`config.mk`:
```
export PLATFORM = sky130hd
export DESIGN_NAME = ipipc_calc
export DESIGN_NICKNAME = d
export VERILOG_FILES = /design/src/hw/rtl/ipipc_pkg.sv /design/src/hw/rtl/ipipc_calc.sv
export SDC_FILE = /design/constraint.sdc
export NUM_CORES = 1
export LEC_CHECK = 0
export ABC_CLOCK_PERIOD_IN_PS = 18950
export BUFFER_PORTS_ARGS = -buffer_cell sky130_fd_sc_hd__buf_2
export CAP_MARGIN = 5
export CORE_AREA = 2 2 200 202
export DETAILED_ROUTE_END_ITERATION = 12
export DIE_AREA = 0 0 202 204
export PLACE_DENSITY = 0.58
export SYNTH_ARGS = -nofsm -noshare
export SYNTH_HDL_FRONTEND = slang
export SYNTH_SLANG_ARGS = --single-unit
```
`constraint.sdc`:
```
create_clock -name vclk -period 18.95
set_input_delay 0.9475 -clock vclk [all_inputs]
set_output_delay 0.9475 -clock vclk [all_outputs]
set_load 0.05 [all_outputs]
```
`src/hw/rtl/ipipc_pkg.sv`:
```
// ----------------------------------------------------------------------------
// ipipc_pkg
// Shared types, constants and helper functions for the IPv4 header check and
// IP-in-IP classifier.
// ----------------------------------------------------------------------------
`default_nettype none

package ipipc_pkg;

  localparam logic [16:0] MAX_DATAGRAM_BYTES = 17'd65536;
  localparam logic [7:0]  HASH_SEED          = 8'(2333 % 256);
  localparam logic [15:0] PAD_FRAME_LEN      = 16'd46;
  localparam logic [7:0]  TUNNEL_PROTOCOL    = 8'd4;
  localparam int          BUCKET_COUNT       = 256;
  localparam int          BUCKET_BITS        = $clog2(BUCKET_COUNT);
  localparam int          ENTRY_BITS         = 32;
  localparam int          CFG_INDEX_BITS     = 3;

  // configuration register indexes
  localparam logic [CFG_INDEX_BITS-1:0] REG_LOCAL_ADDRESS     = 3'd0;
  localparam logic [CFG_INDEX_BITS-1:0] REG_TUNNEL_PEER       = 3'd1;
  localparam logic [CFG_INDEX_BITS-1:0] REG_LEFT_PREFIX       = 3'd2;
  localparam logic [CFG_INDEX_BITS-1:0] REG_LEFT_PREFIX_MASK  = 3'd3;
  localparam logic [CFG_INDEX_BITS-1:0] REG_RIGHT_PREFIX      = 3'd4;
  localparam logic [CFG_INDEX_BITS-1:0] REG_RIGHT_PREFIX_MASK = 3'd5;

  typedef enum logic [3:0] {
    ACT_BAD_LENGTH   = 4'd0,
    ACT_BAD_CHECKSUM = 4'd1,
    ACT_FRAG_HELD    = 4'd2,
    ACT_OVERFLOW     = 4'd3,
    ACT_REASSEMBLED  = 4'd4,
    ACT_DECAP        = 4'd5,
    ACT_TO_PEER      = 4'd6,
    ACT_FORWARD_LEFT = 4'd7,
    ACT_IGNORE       = 4'd8
  } action_t;

  typedef struct packed {
    logic [15:0] frame_length;
    logic        from_wire;
    logic        mac_dest_is_local;
    logic [15:0] version_ihl_tos;
    logic [15:0] total_length;
    logic [15:0] identification;
    logic [15:0] flags_fragment;
    logic [7:0]  time_to_live;
    logic [7:0]  protocol_number;
    logic [15:0] header_checksum;
    logic [31:0] source_address;
    logic [31:0] destination_address;
  } in_item_t;

  typedef struct packed {
    logic [3:0]  action;
    logic        learn_source;
    logic [7:0]  bucket;
    logic [5:0]  payload_offset;
    logic [15:0] payload_length;
    logic [15:0] reassembled_length;
    logic [7:0]  new_ttl;
    logic [15:0] new_checksum;
  } out_item_t;

  typedef struct packed {
    logic [31:0] local_address;
    logic [31:0] tunnel_peer_address;
    logic [31:0] left_prefix;
    logic [31:0] left_prefix_mask;
    logic [31:0] right_prefix;
    logic [31:0] right_prefix_mask;
  } cfg_t;

  // one reassembly bucket entry
  typedef struct packed {
    logic [15:0] expected_total;
    logic [15:0] bytes_received;
  } entry_t;

  // bucket write request from the classifier
  typedef struct packed {
    logic                   write;
    logic [BUCKET_BITS-1:0] addr;
    entry_t                 data;
  } entry_upd_t;

  function automatic logic [7:0] fold_bytes(input logic [31:0] v);
    fold_bytes = v[7:0] ^ v[15:8] ^ v[23:16] ^ v[31:24];
  endfunction

  function automatic logic [7:0] bucket_hash(input in_item_t it);
    bucket_hash = HASH_SEED ^ fold_bytes(it.source_address)
                ^ fold_bytes(it.destination_address)
                ^ it.identification[15:8] ^ it.identification[7:0];
  endfunction

  // ones-complement header checksum over the fixed 20-byte header
  function automatic logic [15:0] header_sum(input in_item_t it, input logic [7:0] ttl);
    logic [19:0] s;
    logic [16:0] f1;
    logic [15:0] f2;
    s = 20'(it.version_ihl_tos) + 20'(it.total_length) + 20'(it.identification)
      + 20'(it.flags_fragment) + 20'({ttl, it.protocol_number})
      + 20'(it.source_address[31:16]) + 20'(it.source_address[15:0])
      + 20'(it.destination_address[31:16]) + 20'(it.destination_address[15:0]);
    f1 = 17'(s[15:0]) + 17'(s[19:16]);
    f2 = f1[15:0] + 16'(f1[16]);
    header_sum = ~f2;
  endfunction

endpackage

`default_nettype wire

```
`src/hw/rtl/ipipc_calc.sv`:
```
// ----------------------------------------------------------------------------
// ipipc_calc
// Header check, classification and bucket update for one registered item.
// ----------------------------------------------------------------------------
`default_nettype none

module ipipc_calc
  import ipipc_pkg::*;
(
  input  wire in_item_t   item,
  input  wire cfg_t       cfg,
  input  wire entry_t     entry,
  output out_item_t       result,
  output entry_upd_t      upd
);

  logic [5:0]  hlen;
  logic [15:0] plen;
  logic [7:0]  bucket;
  logic [15:0] flen;
  logic        len_ok;
  logic        sum_ok;
  logic        more;
  logic [15:0] off;
  logic        src_left, src_right, dst_left, dst_right;
  logic        to_local;
  logic        is_frag;
  logic        overflow;
  logic [15:0] rec_new;
  logic [15:0] exp_kept;
  logic [15:0] exp_new;
  logic        complete;
  logic [7:0]  nttl;
  action_t     action;

  // field decode
  assign hlen   = {item.version_ihl_tos[11:8], 2'b00};
  assign plen   = item.total_length - 16'(hlen);
  assign bucket = bucket_hash(item);
  assign more   = item.flags_fragment[13];
  assign off    = {item.flags_fragment[12:0], 3'b000};

  // length check with minimum-frame padding allowance
  assign flen = (item.frame_length == PAD_FRAME_LEN && item.total_length < PAD_FRAME_LEN)
              ? item.total_length : item.frame_length;
  assign len_ok = (flen == item.total_length);
  assign sum_ok = (header_sum(item, item.time_to_live) == item.header_checksum);

  // network membership
  assign src_left  = (item.source_address & cfg.left_prefix_mask) == cfg.left_prefix;
  assign src_right = (item.source_address & cfg.right_prefix_mask) == cfg.right_prefix;
  assign dst_left  = (item.destination_address & cfg.left_prefix_mask) == cfg.left_prefix;
  assign dst_right = (item.destination_address & cfg.right_prefix_mask) == cfg.right_prefix;
  assign to_local  = (item.destination_address == cfg.local_address);

  // fragment accounting
  assign is_frag  = (more || off != 16'd0) && item.protocol_number == TUNNEL_PROTOCOL
                  && to_local;
  assign overflow = (17'(plen) + 17'(off)) >= MAX_DATAGRAM_BYTES;
  assign rec_new  = entry.bytes_received + plen;
  assign exp_kept = (entry.expected_total != 16'd0 && off > entry.expected_total)
                  ? 16'd0 : entry.expected_total;
  assign exp_new  = more ? exp_kept : (off + plen);
  assign complete = (rec_new == exp_new);
  assign nttl     = item.time_to_live - 8'd1;

  // action select
  always_comb begin
    if (!len_ok) begin
      action = ACT_BAD_LENGTH;
    end else if (!sum_ok) begin
      action = ACT_BAD_CHECKSUM;
    end else if (is_frag) begin
      if (overflow) begin
        action = ACT_OVERFLOW;
      end else if (complete) begin
        action = ACT_REASSEMBLED;
      end else begin
        action = ACT_FRAG_HELD;
      end
    end else if (item.protocol_number == TUNNEL_PROTOCOL) begin
      action = ACT_DECAP;
    end else if (src_left && dst_right && item.from_wire && item.mac_dest_is_local) begin
      action = ACT_TO_PEER;
    end else if (src_right && dst_left) begin
      action = ACT_FORWARD_LEFT;
    end else begin
      action = ACT_IGNORE;
    end
  end

  // result fields
  always_comb begin
    result                    = '0;
    result.action             = action;
    result.learn_source       = len_ok && sum_ok && item.from_wire
                              && (item.mac_dest_is_local || to_local)
                              && (src_left || item.source_address == cfg.tunnel_peer_address);
    result.bucket             = bucket;
    result.payload_offset     = hlen;
    result.payload_length     = plen;
    result.reassembled_length = (action == ACT_REASSEMBLED) ? exp_new : 16'd0;
    if (action == ACT_TO_PEER || action == ACT_FORWARD_LEFT) begin
      result.new_ttl      = nttl;
      result.new_checksum = header_sum(item, nttl);
    end
  end

  // bucket write back
  always_comb begin
    upd.write = (action == ACT_REASSEMBLED) || (action == ACT_FRAG_HELD);
    upd.addr  = bucket;
    if (action == ACT_REASSEMBLED) begin
      upd.data = '0;
    end else begin
      upd.data.expected_total = exp_new;
      upd.data.bytes_received = rec_new;
    end
  end

endmodule

`default_nettype wire

```
==> results of run 1 <==
-- routing by layer --
layer	vias to the layer above	part of all wire (%)	global-route usage, %
met3	80	6.3	2.41
li1	7068	-	-
met5	-	0.061	0
met2	708	49	57.6
met1	7345	41	41.5
met4	6	3.1	8.09
-- stage by stage --
step	instances	worst slack [ns]	hold WS (ns)	util, %	cell area [sq um]
finish	2818	3.83	2.21	42.5	16600
CTS	2812	3.86	2.21	42.4	16600
floorplan	1806	5.58	2.06	-	13600
global placement	2812	4.32	2.21	42.4	16600
global route	2814	2.53	2.21	42.5	16600
detailed placement	2812	3.91	2.21	42.4	16600
-- cell families after synthesis --
family                   synth area share (%)
XOR/XNOR                                 27.4
other                                  0.0277
adder cells (fa/ha/maj)                  28.2
buffers and inverters                    8.44
multiplexers                            0.452
AND/OR/NAND/NOR                          20.4
AO/OA/AOI/OAI                            15.1
-- area by class of cell --
type	count	area share [%]
Antenna cell	6	0.0902
Timing Repair Buffer	522	15.8
Multi-Input combinational cell	1519	74.6
Inverter	246	5.55
Tap cell	525	3.95
-- placed cells by master (no fill, tap or decap), drive strengths merged, types with 12 or more instances in the layout --
cell / n
nor4: 38
xnor2: 285
nand2: 184
a31oi: 33
o21a: 12
nor3: 43
xor2: 136
buf: 522
fa: 126
inv: 246
a21oi: 60
nand3: 30
ha: 104
a21o: 34
a211oi: 15
nor2: 95
o21ai: 58
nor2b: 18
and2: 14
nand4: 60
-- final timing paths --
check,startpoint,to,depth (start not counted)
max,item[98],result[8],50
min,item[155],result[61],2
==> impl_results.html, run 1 <==
<table>
<tr><th>Metric</th><th>Value</th></tr>
<tr><th colspan="2">Outcome</th></tr>
<tr><td>Run status</td><td>completed</td></tr>
<tr><th colspan="2">Synthesis</th></tr>
<tr><td>Cell type with the highest aggregate area in the netlist</td><td>sky130_fd_sc_hd__fa_1</td></tr>
<tr><td>Post-synth cell types</td><td>76</td></tr>
<tr><td>Sequential-to-total area share from yosys stat</td><td>0%</td></tr>
<tr><td>Total standard cell area after synthesis</td><td>13600 sq um</td></tr>
<tr><td>List of most frequent post-synthesis cells</td><td>sky130_fd_sc_hd__xnor2_1, sky130_fd_sc_hd__inv_1, sky130_fd_sc_hd__nand2_1, sky130_fd_sc_hd__xor2_1, sky130_fd_sc_hd__fa_1</td></tr>
<tr><td>Share of the synthesized area in the top cell type</td><td>18.6%</td></tr>
<tr><td>Top cells by area in the synthesized netlist</td><td>sky130_fd_sc_hd__fa_1, sky130_fd_sc_hd__xnor2_1, sky130_fd_sc_hd__ha_1, sky130_fd_sc_hd__xor2_1, sky130_fd_sc_hd__inv_1</td></tr>
<tr><td>Warning count from the yosys run</td><td>0</td></tr>
<tr><td>Cells after synthesis</td><td>1805</td></tr>
<tr><td>Dominant cell by count in the synthesized netlist</td><td>sky130_fd_sc_hd__xnor2_1</td></tr>
<tr><td>Post-Synthesis Mean Instance Area</td><td>7.51 sq um</td></tr>
<tr><th colspan="2">Placement</th></tr>
<tr><td>IO buf count</td><td>516</td></tr>
<tr><td>Final weighted congestion in routability-driven placement</td><td>0.998</td></tr>
<tr><td>HPWL after detailed placement</td><td>61300 um</td></tr>
<tr><th colspan="2">STA</th></tr>
<tr><td>Headroom to the max-slew limit</td><td>18.9%</td></tr>
<tr><td>Tightest Pin Transition</td><td>1.19 ns</td></tr>
<tr><td>Part of the cycle the worst path needs</td><td>79.8%</td></tr>
<tr><td>FMAX</td><td>66.1 MHz</td></tr>
<tr><td>Max Slew Vio Count</td><td>0</td></tr>
<tr><td>Final Hold Violating Endpoints</td><td>0</td></tr>
<tr><td>Unrepaired setup endpoints after global routing</td><td>false</td></tr>
<tr><td>Post-layout minimum cycle time</td><td>15.12 ns</td></tr>
<tr><td>Final setup fails</td><td>0</td></tr>
<tr><td>Final-layout setup total negative slack</td><td>0 ns</td></tr>
<tr><th colspan="2">Setup path</th></tr>
<tr><td>Number of buffer and inverter stages on the critical path</td><td>7</td></tr>
<tr><td>Setup Crit Path Kind</td><td>input pin to primary output</td></tr>
<tr><td>Top Family by Delay on Critical Path</td><td>adder cells</td></tr>
<tr><td>Most Frequent Cell on Critical Path</td><td>sky130_fd_sc_hd__fa_1</td></tr>
<tr><td>Capturing element type of the critical path</td><td>primary output</td></tr>
<tr><td>Critical path fanouts, max</td><td>24</td></tr>
<tr><td>Required time of the worst setup path</td><td>18.00 ns</td></tr>
<tr><td>Arrival time of the worst setup path</td><td>14.17 ns</td></tr>
<tr><td>CP startpoint kind</td><td>input pin</td></tr>
<tr><td>Crit-path max cell delay</td><td>0.86 ns</td></tr>
<tr><td>Slowest-stage cell, CP</td><td>sky130_fd_sc_hd__nand4b_1</td></tr>
<tr><th colspan="2">Cells and area</th></tr>
<tr><td>Post-layout nets</td><td>2921</td></tr>
<tr><td>Sequential cell count of the final layout</td><td>0</td></tr>
<tr><td>Footprint of the multi-input gates</td><td>12400 sq um</td></tr>
<tr><td>Area growth from synthesis to final layout</td><td>22.8%</td></tr>
<tr><td>Register area</td><td>0 sq um</td></tr>
<tr><td>Fill cell instance count of the final layout</td><td>4164</td></tr>
<tr><td>Fraction of layout instances using a drive strength above 1</td><td>23.6%</td></tr>
<tr><td>Clock buffer cells</td><td>0</td></tr>
<tr><th colspan="2">Routing</th></tr>
<tr><td>ANT nets after route</td><td>0</td></tr>
<tr><td>Overall via count from detail_route</td><td>15.2k</td></tr>
<tr><td>1st-pass router iterations</td><td>5</td></tr>
<tr><td>Routed WL</td><td>68500 um</td></tr>
<tr><td>DR WL/cell</td><td>24.3 um</td></tr>
<tr><td>Vias per Instance</td><td>5.40</td></tr>
<tr><td>Drt first-iter violations</td><td>1017</td></tr>
<tr><td>DRC errors left</td><td>0</td></tr>
<tr><th colspan="2">Floorplan</th></tr>
<tr><td>Placeable core region</td><td>39200 sq um</td></tr>
<tr><td>Initial core utilization</td><td>34.6%</td></tr>
<tr><td>DIE AREA</td><td>41200 sq um</td></tr>
<tr><td>Die width</td><td>202 um</td></tr>
<tr><td>Height of the die</td><td>204 um</td></tr>
<tr><td>Ports</td><td>518</td></tr>
<tr><td>Standard-cell row count</td><td>73</td></tr>
<tr><th colspan="2">Run</th></tr>
<tr><td>Max-capacitance violation count</td><td>0</td></tr>
<tr><th colspan="2">Clock network</th></tr>
<tr><td>Post-CTS setup buffer count</td><td>0</td></tr>
<tr><td>Count of cells resized by post-cts repair</td><td>0</td></tr>
<tr><td>Hold buffers post-CTS</td><td>0</td></tr>
<tr><th colspan="2">Global route</th></tr>
<tr><td>Overall Global Routing Usage</td><td>32.0%</td></tr>
<tr><td>First-pass GRT wire length</td><td>97800 um</td></tr>
<tr><td>Number of antenna violations at the first check in global routing</td><td>9</td></tr>
<tr><td>Total overflow reported by the global router</td><td>0</td></tr>
<tr><td>Number of global-route vias before repair</td><td>14.9k</td></tr>
<tr><td>Maximum number of pins on one net before global-route repair</td><td>30</td></tr>
<tr><th colspan="2">Worst hold path</th></tr>
<tr><td>Worst Hold Class</td><td>input pin to primary output</td></tr>
</table>
Power of run 1 is not shown: default switching activity piles up to over one toggle a cycle in this logic, so the estimate is an artifact.
==> run 2: changes to the inputs <==
Settings changed: ABC_CLOCK_PERIOD_IN_PS 18950 to 15600.
Clock period 18.95 ns to 15.6 ns, I/O delays scaled along.
==> impl_results.html, run 2 (synthesized netlist as in run 1, its figures left out) <==
<table>
<tr><th>Metric</th><th>Value</th></tr>
<tr><th colspan="2">Outcome</th></tr>
<tr><td>Run status</td><td>completed</td></tr>
<tr><th colspan="2">Setup path</th></tr>
<tr><td>Setup Crit Path Kind</td><td>input pin to primary output</td></tr>
<tr><td>CP startpoint kind</td><td>input pin</td></tr>
<tr><td>Capturing element type of the critical path</td><td>primary output</td></tr>
<tr><td>Most Frequent Cell on Critical Path</td><td>sky130_fd_sc_hd__fa_1</td></tr>
<tr><td>Top Family by Delay on Critical Path</td><td>adder cells</td></tr>
<tr><td>Required time of the worst setup path</td><td>14.82 ns (-3.18 ns)</td></tr>
<tr><td>Arrival time of the worst setup path</td><td>13.70 ns (-0.47 ns)</td></tr>
<tr><td>Crit-path max cell delay</td><td>0.65 ns (-0.21 ns)</td></tr>
<tr><td>Slowest-stage cell, CP</td><td>sky130_fd_sc_hd__a211oi_4</td></tr>
<tr><td>Critical path fanouts, max</td><td>22 (-8.3%)</td></tr>
<tr><td>Number of buffer and inverter stages on the critical path</td><td>7 (unchanged)</td></tr>
<tr><th colspan="2">Floorplan</th></tr>
<tr><td>Height of the die</td><td>204 um (unchanged)</td></tr>
<tr><td>Initial core utilization</td><td>34.6% (unchanged)</td></tr>
<tr><td>Die width</td><td>202 um (unchanged)</td></tr>
<tr><td>DIE AREA</td><td>41200 sq um (unchanged)</td></tr>
<tr><td>Placeable core region</td><td>39200 sq um (unchanged)</td></tr>
<tr><td>Standard-cell row count</td><td>73 (unchanged)</td></tr>
<tr><td>Ports</td><td>518 (unchanged)</td></tr>
<tr><th colspan="2">STA</th></tr>
<tr><td>Tightest Pin Transition</td><td>1.18 ns (-0.00745 ns)</td></tr>
<tr><td>Part of the cycle the worst path needs</td><td>92.8%</td></tr>
<tr><td>Final-layout setup total negative slack</td><td>0 ns (unchanged)</td></tr>
<tr><td>Final setup fails</td><td>0 (unchanged)</td></tr>
<tr><td>Final Hold Violating Endpoints</td><td>0 (unchanged)</td></tr>
<tr><td>Headroom to the max-slew limit</td><td>19.5% (+0.51 points)</td></tr>
<tr><td>FMAX</td><td>69.0 MHz</td></tr>
<tr><td>Unrepaired setup endpoints after global routing</td><td>false</td></tr>
<tr><td>Post-layout minimum cycle time</td><td>14.48 ns</td></tr>
<tr><td>Max Slew Vio Count</td><td>0 (unchanged)</td></tr>
<tr><th colspan="2">Placement</th></tr>
<tr><td>IO buf count</td><td>516 (unchanged)</td></tr>
<tr><td>Final weighted congestion in routability-driven placement</td><td>0.995 (-0.35%)</td></tr>
<tr><td>HPWL after detailed placement</td><td>61800 um (+0.73%)</td></tr>
<tr><th colspan="2">Global route</th></tr>
<tr><td>Number of global-route vias before repair</td><td>15.0k (+0.59%)</td></tr>
<tr><td>First-pass GRT wire length</td><td>98900 um (+1.1%)</td></tr>
<tr><td>Overall Global Routing Usage</td><td>32.3% (+0.28 points)</td></tr>
<tr><td>Maximum number of pins on one net before global-route repair</td><td>30 (unchanged)</td></tr>
<tr><td>Number of antenna violations at the first check in global routing</td><td>4 (-5)</td></tr>
<tr><td>Total overflow reported by the global router</td><td>0 (unchanged)</td></tr>
<tr><th colspan="2">Cells and area</th></tr>
<tr><td>Clock buffer cells</td><td>0 (unchanged)</td></tr>
<tr><td>Register area</td><td>0 sq um (unchanged)</td></tr>
<tr><td>Sequential cell count of the final layout</td><td>0 (unchanged)</td></tr>
<tr><td>Most common cell after layout, fill and taps aside</td><td>sky130_fd_sc_hd__buf_2</td></tr>
<tr><td>Most used cells in the layout excluding fill and tap cells</td><td>sky130_fd_sc_hd__buf_2, sky130_fd_sc_hd__xnor2_1, sky130_fd_sc_hd__inv_1</td></tr>
<tr><td>Area growth from synthesis to final layout</td><td>23.1%</td></tr>
<tr><td>Post-layout nets</td><td>2924 (+0.10%)</td></tr>
<tr><td>Fraction of layout instances using a drive strength above 1</td><td>23.7% (+0.14 points)</td></tr>
<tr><th colspan="2">Routing</th></tr>
<tr><td>1st-pass router iterations</td><td>6 (+1)</td></tr>
<tr><td>DR WL/cell</td><td>24.7 um (+1.5%)</td></tr>
<tr><td>Drt first-iter violations</td><td>1090 (+7.2%)</td></tr>
<tr><td>ANT nets after route</td><td>0 (unchanged)</td></tr>
<tr><td>Overall via count from detail_route</td><td>15.3k (+0.35%)</td></tr>
<tr><td>DRC errors left</td><td>0 (unchanged)</td></tr>
<tr><td>Routed WL</td><td>69600 um (+1.5%)</td></tr>
<tr><td>Vias per Instance</td><td>5.42 (+0.35%)</td></tr>
<tr><th colspan="2">Worst hold path</th></tr>
<tr><td>Worst Hold Class</td><td>input pin to primary output</td></tr>
<tr><th colspan="2">Run</th></tr>
<tr><td>Max-capacitance violation count</td><td>0 (unchanged)</td></tr>
</table>
-- run 2: cell count changes in the layout (fill, tap and decap cells not counted), sizes merged --
cell    change
diode       -3
nand4b      +1
buf         +2
-- run 2: path summary, 6_finish.rpt --
kind | from | endpoint | slack, ns | cells past startpoint
hold / removal | item[153] | result[59] | 1.87 | 2
setup / recovery | item[98] | result[70] | 1.12 | 50
-- run 2: timing repair --
| action | CTS | global route |
|---|---|---|
| hold buffers | 0 | 0 |
| setup endpoints to repair | 0 | 53 |
| setup buffers | 0 | 2 |
| resized for setup | 0 | 4 |
| endpoints found under the hold margin | 0 | 0 |
-- run 2: layout make-up --
type                       instances  area [sq um]
tap                              525           657
fill                            4153         22500
multi-input combinational       1520         12500
timing repair buffer             524          2640
inverter                         246           923
antenna                            3          7.51
-- run 2: per-layer routing --
layer,up-vias,share of wire (%),GRT usage [%]
li1,7075,-,-
met1,7403,42,41.8
met2,700,49,57.3
met3,82,6.3,3.32
met4,0,3.1,8.27
met5,-,0,0
-- run 2: through the flow --
step                      cells  hold WS (ns)  setup slack [ns]  util (%)  area [sq um]
after floorplan            1806          1.73              2.57         -         13600
after global placement     2812          1.87              1.14      42.4         16600
after detailed placement   2812          1.87             0.799      42.4         16600
after CTS                  2812          1.87             0.757      42.4         16600
after global routing       2816          1.87             0.158      42.6         16700
final                      2818          1.87              1.12      42.6         16700
Power of run 2 is left out for the same reason.
==> run 3: changes to the inputs <==
--- a/config.mk
+++ b/config.mk
@@ -9,3 +9,3 @@
 export BUFFER_PORTS_ARGS = -buffer_cell sky130_fd_sc_hd__buf_2
-export CAP_MARGIN = 5
+export CAP_MARGIN = 20
 export CORE_AREA = 2 2 200 202
@@ -13,2 +13,3 @@
 export DIE_AREA = 0 0 202 204
+export GPL_ROUTABILITY_DRIVEN = 0
 export PLACE_DENSITY = 0.58
==> constraint.sdc (replaced) <==
create_clock -name vclk -period 15.6
set_input_delay 2.34 -clock vclk [all_inputs]
set_output_delay 2.34 -clock vclk [all_outputs]
set_load 0.05 [all_outputs]
==> impl_results.html, run 3 (synthesized netlist as in run 1, its figures left out) <==
<table>
<tr><th>Metric</th><th>Value</th></tr>
<tr><th colspan="2">Placement</th></tr>
<tr><td>HPWL after detailed placement</td><td>61400 um (-0.63%)</td></tr>
<tr><td>IO buf count</td><td>516 (unchanged)</td></tr>
<tr><th colspan="2">Routing</th></tr>
<tr><td>Overall via count from detail_route</td><td>16.0k (+4.8%)</td></tr>
<tr><td>Drt first-iter violations</td><td>1481 (+36%)</td></tr>
<tr><td>Vias per Instance</td><td>5.47 (+1.0%)</td></tr>
<tr><td>DR WL/cell</td><td>23.8 um (-3.5%)</td></tr>
<tr><td>ANT nets after route</td><td>0 (unchanged)</td></tr>
<tr><td>Routed WL</td><td>69600 um (about the same)</td></tr>
<tr><td>DRC errors left</td><td>0 (unchanged)</td></tr>
<tr><td>1st-pass router iterations</td><td>5 (-1)</td></tr>
<tr><th colspan="2">Setup path</th></tr>
<tr><td>Most Frequent Cell on Critical Path</td><td>sky130_fd_sc_hd__fa_1</td></tr>
<tr><td>CP startpoint kind</td><td>input pin</td></tr>
<tr><td>Arrival time of the worst setup path</td><td>13.00 ns (-0.70 ns)</td></tr>
<tr><td>Critical path fanouts, max</td><td>15 (-32%)</td></tr>
<tr><td>Number of buffer and inverter stages on the critical path</td><td>12 (+5)</td></tr>
<tr><td>Required time of the worst setup path</td><td>13.26 ns (-1.56 ns)</td></tr>
<tr><td>Setup Crit Path Kind</td><td>input pin to primary output</td></tr>
<tr><td>Crit-path max cell delay</td><td>0.60 ns (-0.05 ns)</td></tr>
<tr><td>Slowest-stage cell, CP</td><td>sky130_fd_sc_hd__fa_1</td></tr>
<tr><td>Capturing element type of the critical path</td><td>primary output</td></tr>
<tr><td>Critical Path Source</td><td>item[130]</td></tr>
<tr><td>Top Family by Delay on Critical Path</td><td>adder cells</td></tr>
<tr><th colspan="2">Worst hold path</th></tr>
<tr><td>Worst hold path endpoint</td><td>result[59]</td></tr>
<tr><td>Worst Hold Class</td><td>input pin to primary output</td></tr>
<tr><td>Beginning of the worst hold path</td><td>item[153]</td></tr>
<tr><td>Worst Hold Path Cells</td><td>2 (unchanged)</td></tr>
<tr><th colspan="2">Floorplan</th></tr>
<tr><td>DIE AREA</td><td>41200 sq um (unchanged)</td></tr>
<tr><td>Ports</td><td>518 (unchanged)</td></tr>
<tr><td>Placeable core region</td><td>39200 sq um (unchanged)</td></tr>
<tr><td>Standard-cell row count</td><td>73 (unchanged)</td></tr>
<tr><td>Height of the die</td><td>204 um (unchanged)</td></tr>
<tr><td>Initial core utilization</td><td>34.6% (unchanged)</td></tr>
<tr><td>Die width</td><td>202 um (unchanged)</td></tr>
<tr><th colspan="2">STA</th></tr>
<tr><td>FMAX</td><td>65.2 MHz (-5.6%)</td></tr>
<tr><td>Max Slew Vio Count</td><td>0 (unchanged)</td></tr>
<tr><td>Tightest Pin Transition</td><td>1.29 ns (+0.109 ns)</td></tr>
<tr><td>Unrepaired setup endpoints after global routing</td><td>true</td></tr>
<tr><td>Post-layout minimum cycle time</td><td>15.34 ns (+0.860 ns)</td></tr>
<tr><td>Final Hold Violating Endpoints</td><td>0 (unchanged)</td></tr>
<tr><td>Final setup fails</td><td>0 (unchanged)</td></tr>
<tr><td>Min Hold Slack</td><td>4.98 ns (+3.12 ns)</td></tr>
<tr><td>Part of the cycle the worst path needs</td><td>98.4% (+5.5 points)</td></tr>
<tr><td>Headroom to the max-slew limit</td><td>14.0% (-5.5 points)</td></tr>
<tr><th colspan="2">Cells and area</th></tr>
<tr><td>Area growth from synthesis to final layout</td><td>40.0%</td></tr>
<tr><td>Sequential cell count of the final layout</td><td>0 (unchanged)</td></tr>
<tr><td>Fraction of layout instances using a drive strength above 1</td><td>31.7% (+8.0 points)</td></tr>
<tr><td>Most common cell after layout, fill and taps aside</td><td>sky130_fd_sc_hd__buf_2</td></tr>
<tr><td>Most used cells in the layout excluding fill and tap cells</td><td>sky130_fd_sc_hd__buf_2, sky130_fd_sc_hd__xnor2_1, sky130_fd_sc_hd__inv_1</td></tr>
<tr><td>Fill cell instance count of the final layout</td><td>3875 (-6.7%)</td></tr>
<tr><td>Register area</td><td>0 sq um (unchanged)</td></tr>
<tr><td>Footprint of the multi-input gates</td><td>13100 sq um (+5.6%)</td></tr>
<tr><td>Clock buffer cells</td><td>0 (unchanged)</td></tr>
<tr><td>Post-layout nets</td><td>3028 (+3.6%)</td></tr>
<tr><th colspan="2">Global route</th></tr>
<tr><td>Number of global-route vias before repair</td><td>15.7k (+4.9%)</td></tr>
<tr><td>Number of antenna violations at the first check in global routing</td><td>6 (+2)</td></tr>
<tr><td>First-pass GRT wire length</td><td>98600 um (-0.24%)</td></tr>
<tr><td>Maximum number of pins on one net before global-route repair</td><td>30 (unchanged)</td></tr>
<tr><td>Overall Global Routing Usage</td><td>31.9% (-0.42 points)</td></tr>
<tr><td>Total overflow reported by the global router</td><td>0 (unchanged)</td></tr>
<tr><th colspan="2">Clock network</th></tr>
<tr><td>Hold buffers post-CTS</td><td>0 (unchanged)</td></tr>
<tr><th colspan="2">Run</th></tr>
<tr><td>Max-capacitance violation count</td><td>0 (unchanged)</td></tr>
<tr><th colspan="2">Outcome</th></tr>
<tr><td>Run status</td><td>completed</td></tr>
</table>
==> run 3: cell types whose count changed in the layout (fill, tap and decap cells not counted), moves of 9 or more <==
cell | previous run | this run
sky130_fd_sc_hd__buf_4 | 8 | 109
sky130_fd_sc_hd__ha_1 | 104 | 95
sky130_fd_sc_hd__o21ai_0 | 57 | 45
sky130_fd_sc_hd__nor2_4 | 0 | 33
sky130_fd_sc_hd__buf_12 | 0 | 31
sky130_fd_sc_hd__buf_6 | 0 | 33
sky130_fd_sc_hd__buf_2 | 516 | 440
sky130_fd_sc_hd__a21oi_1 | 60 | 51
sky130_fd_sc_hd__nor2_1 | 95 | 60
==> run 3: timing repair <==
item | 4_1_cts | 5_1_grt
pin swaps | 15 | 71
buffers inserted | 4 | 16
cloned | 1 | 3
gates resized for setup | 32 | 206
setup endpoints to repair | 77 | 78
==> run 3: final cells by class <==
type                       count  share of cell area (%)
multi-input combinational   1519                    69.3
inverter                     246                    4.88
timing repair buffer         629                    22.3
antenna                        4                  0.0528
tap                          525                    3.46
==> run 3: worst max-delay path by stage <==
stage | endpoint | slack (ns) | cells after the start
6_report | result[28] | 0.26 | 54
5_1_grt | result[28] | -0.29 | 58
4_1_cts | result[7] | 0.007 | 53
3_5_place_dp | result[72] | -0.34 | 58
3_3_place_gp | result[72] | -0.10 | 50
2_1_floorplan | result[24] | -0.24 | 48
==> run 3: per-stage QoR <==
step	instance area (sq um)	TNS [ns]	utilization (%)	std cells	setup slack, ns
2_1_floorplan	13900	-3.86	-	1806	-0.239
3_3_place_gp	18000	-0.512	46.0	2897	-0.102
3_5_place_dp	18000	-13.61	46.0	2897	-0.336
4_1_cts	18200	0	46.4	2902	0.00662
5_1_grt	19000	-14.68	48.4	2920	-0.286
6_report	19000	0	48.4	2923	0.256
==> run 3: per-layer routing <==
metal  track usage [%]  routed length (um)  vias up
li1                  -                   -     7289
met2              53.2               31600      882
met5                 0                  29        -
met3              6.39                6980      169
met1              40.7               27400     7649
met4              11.8                3710        4
Power of run 3 is left out for the same reason.
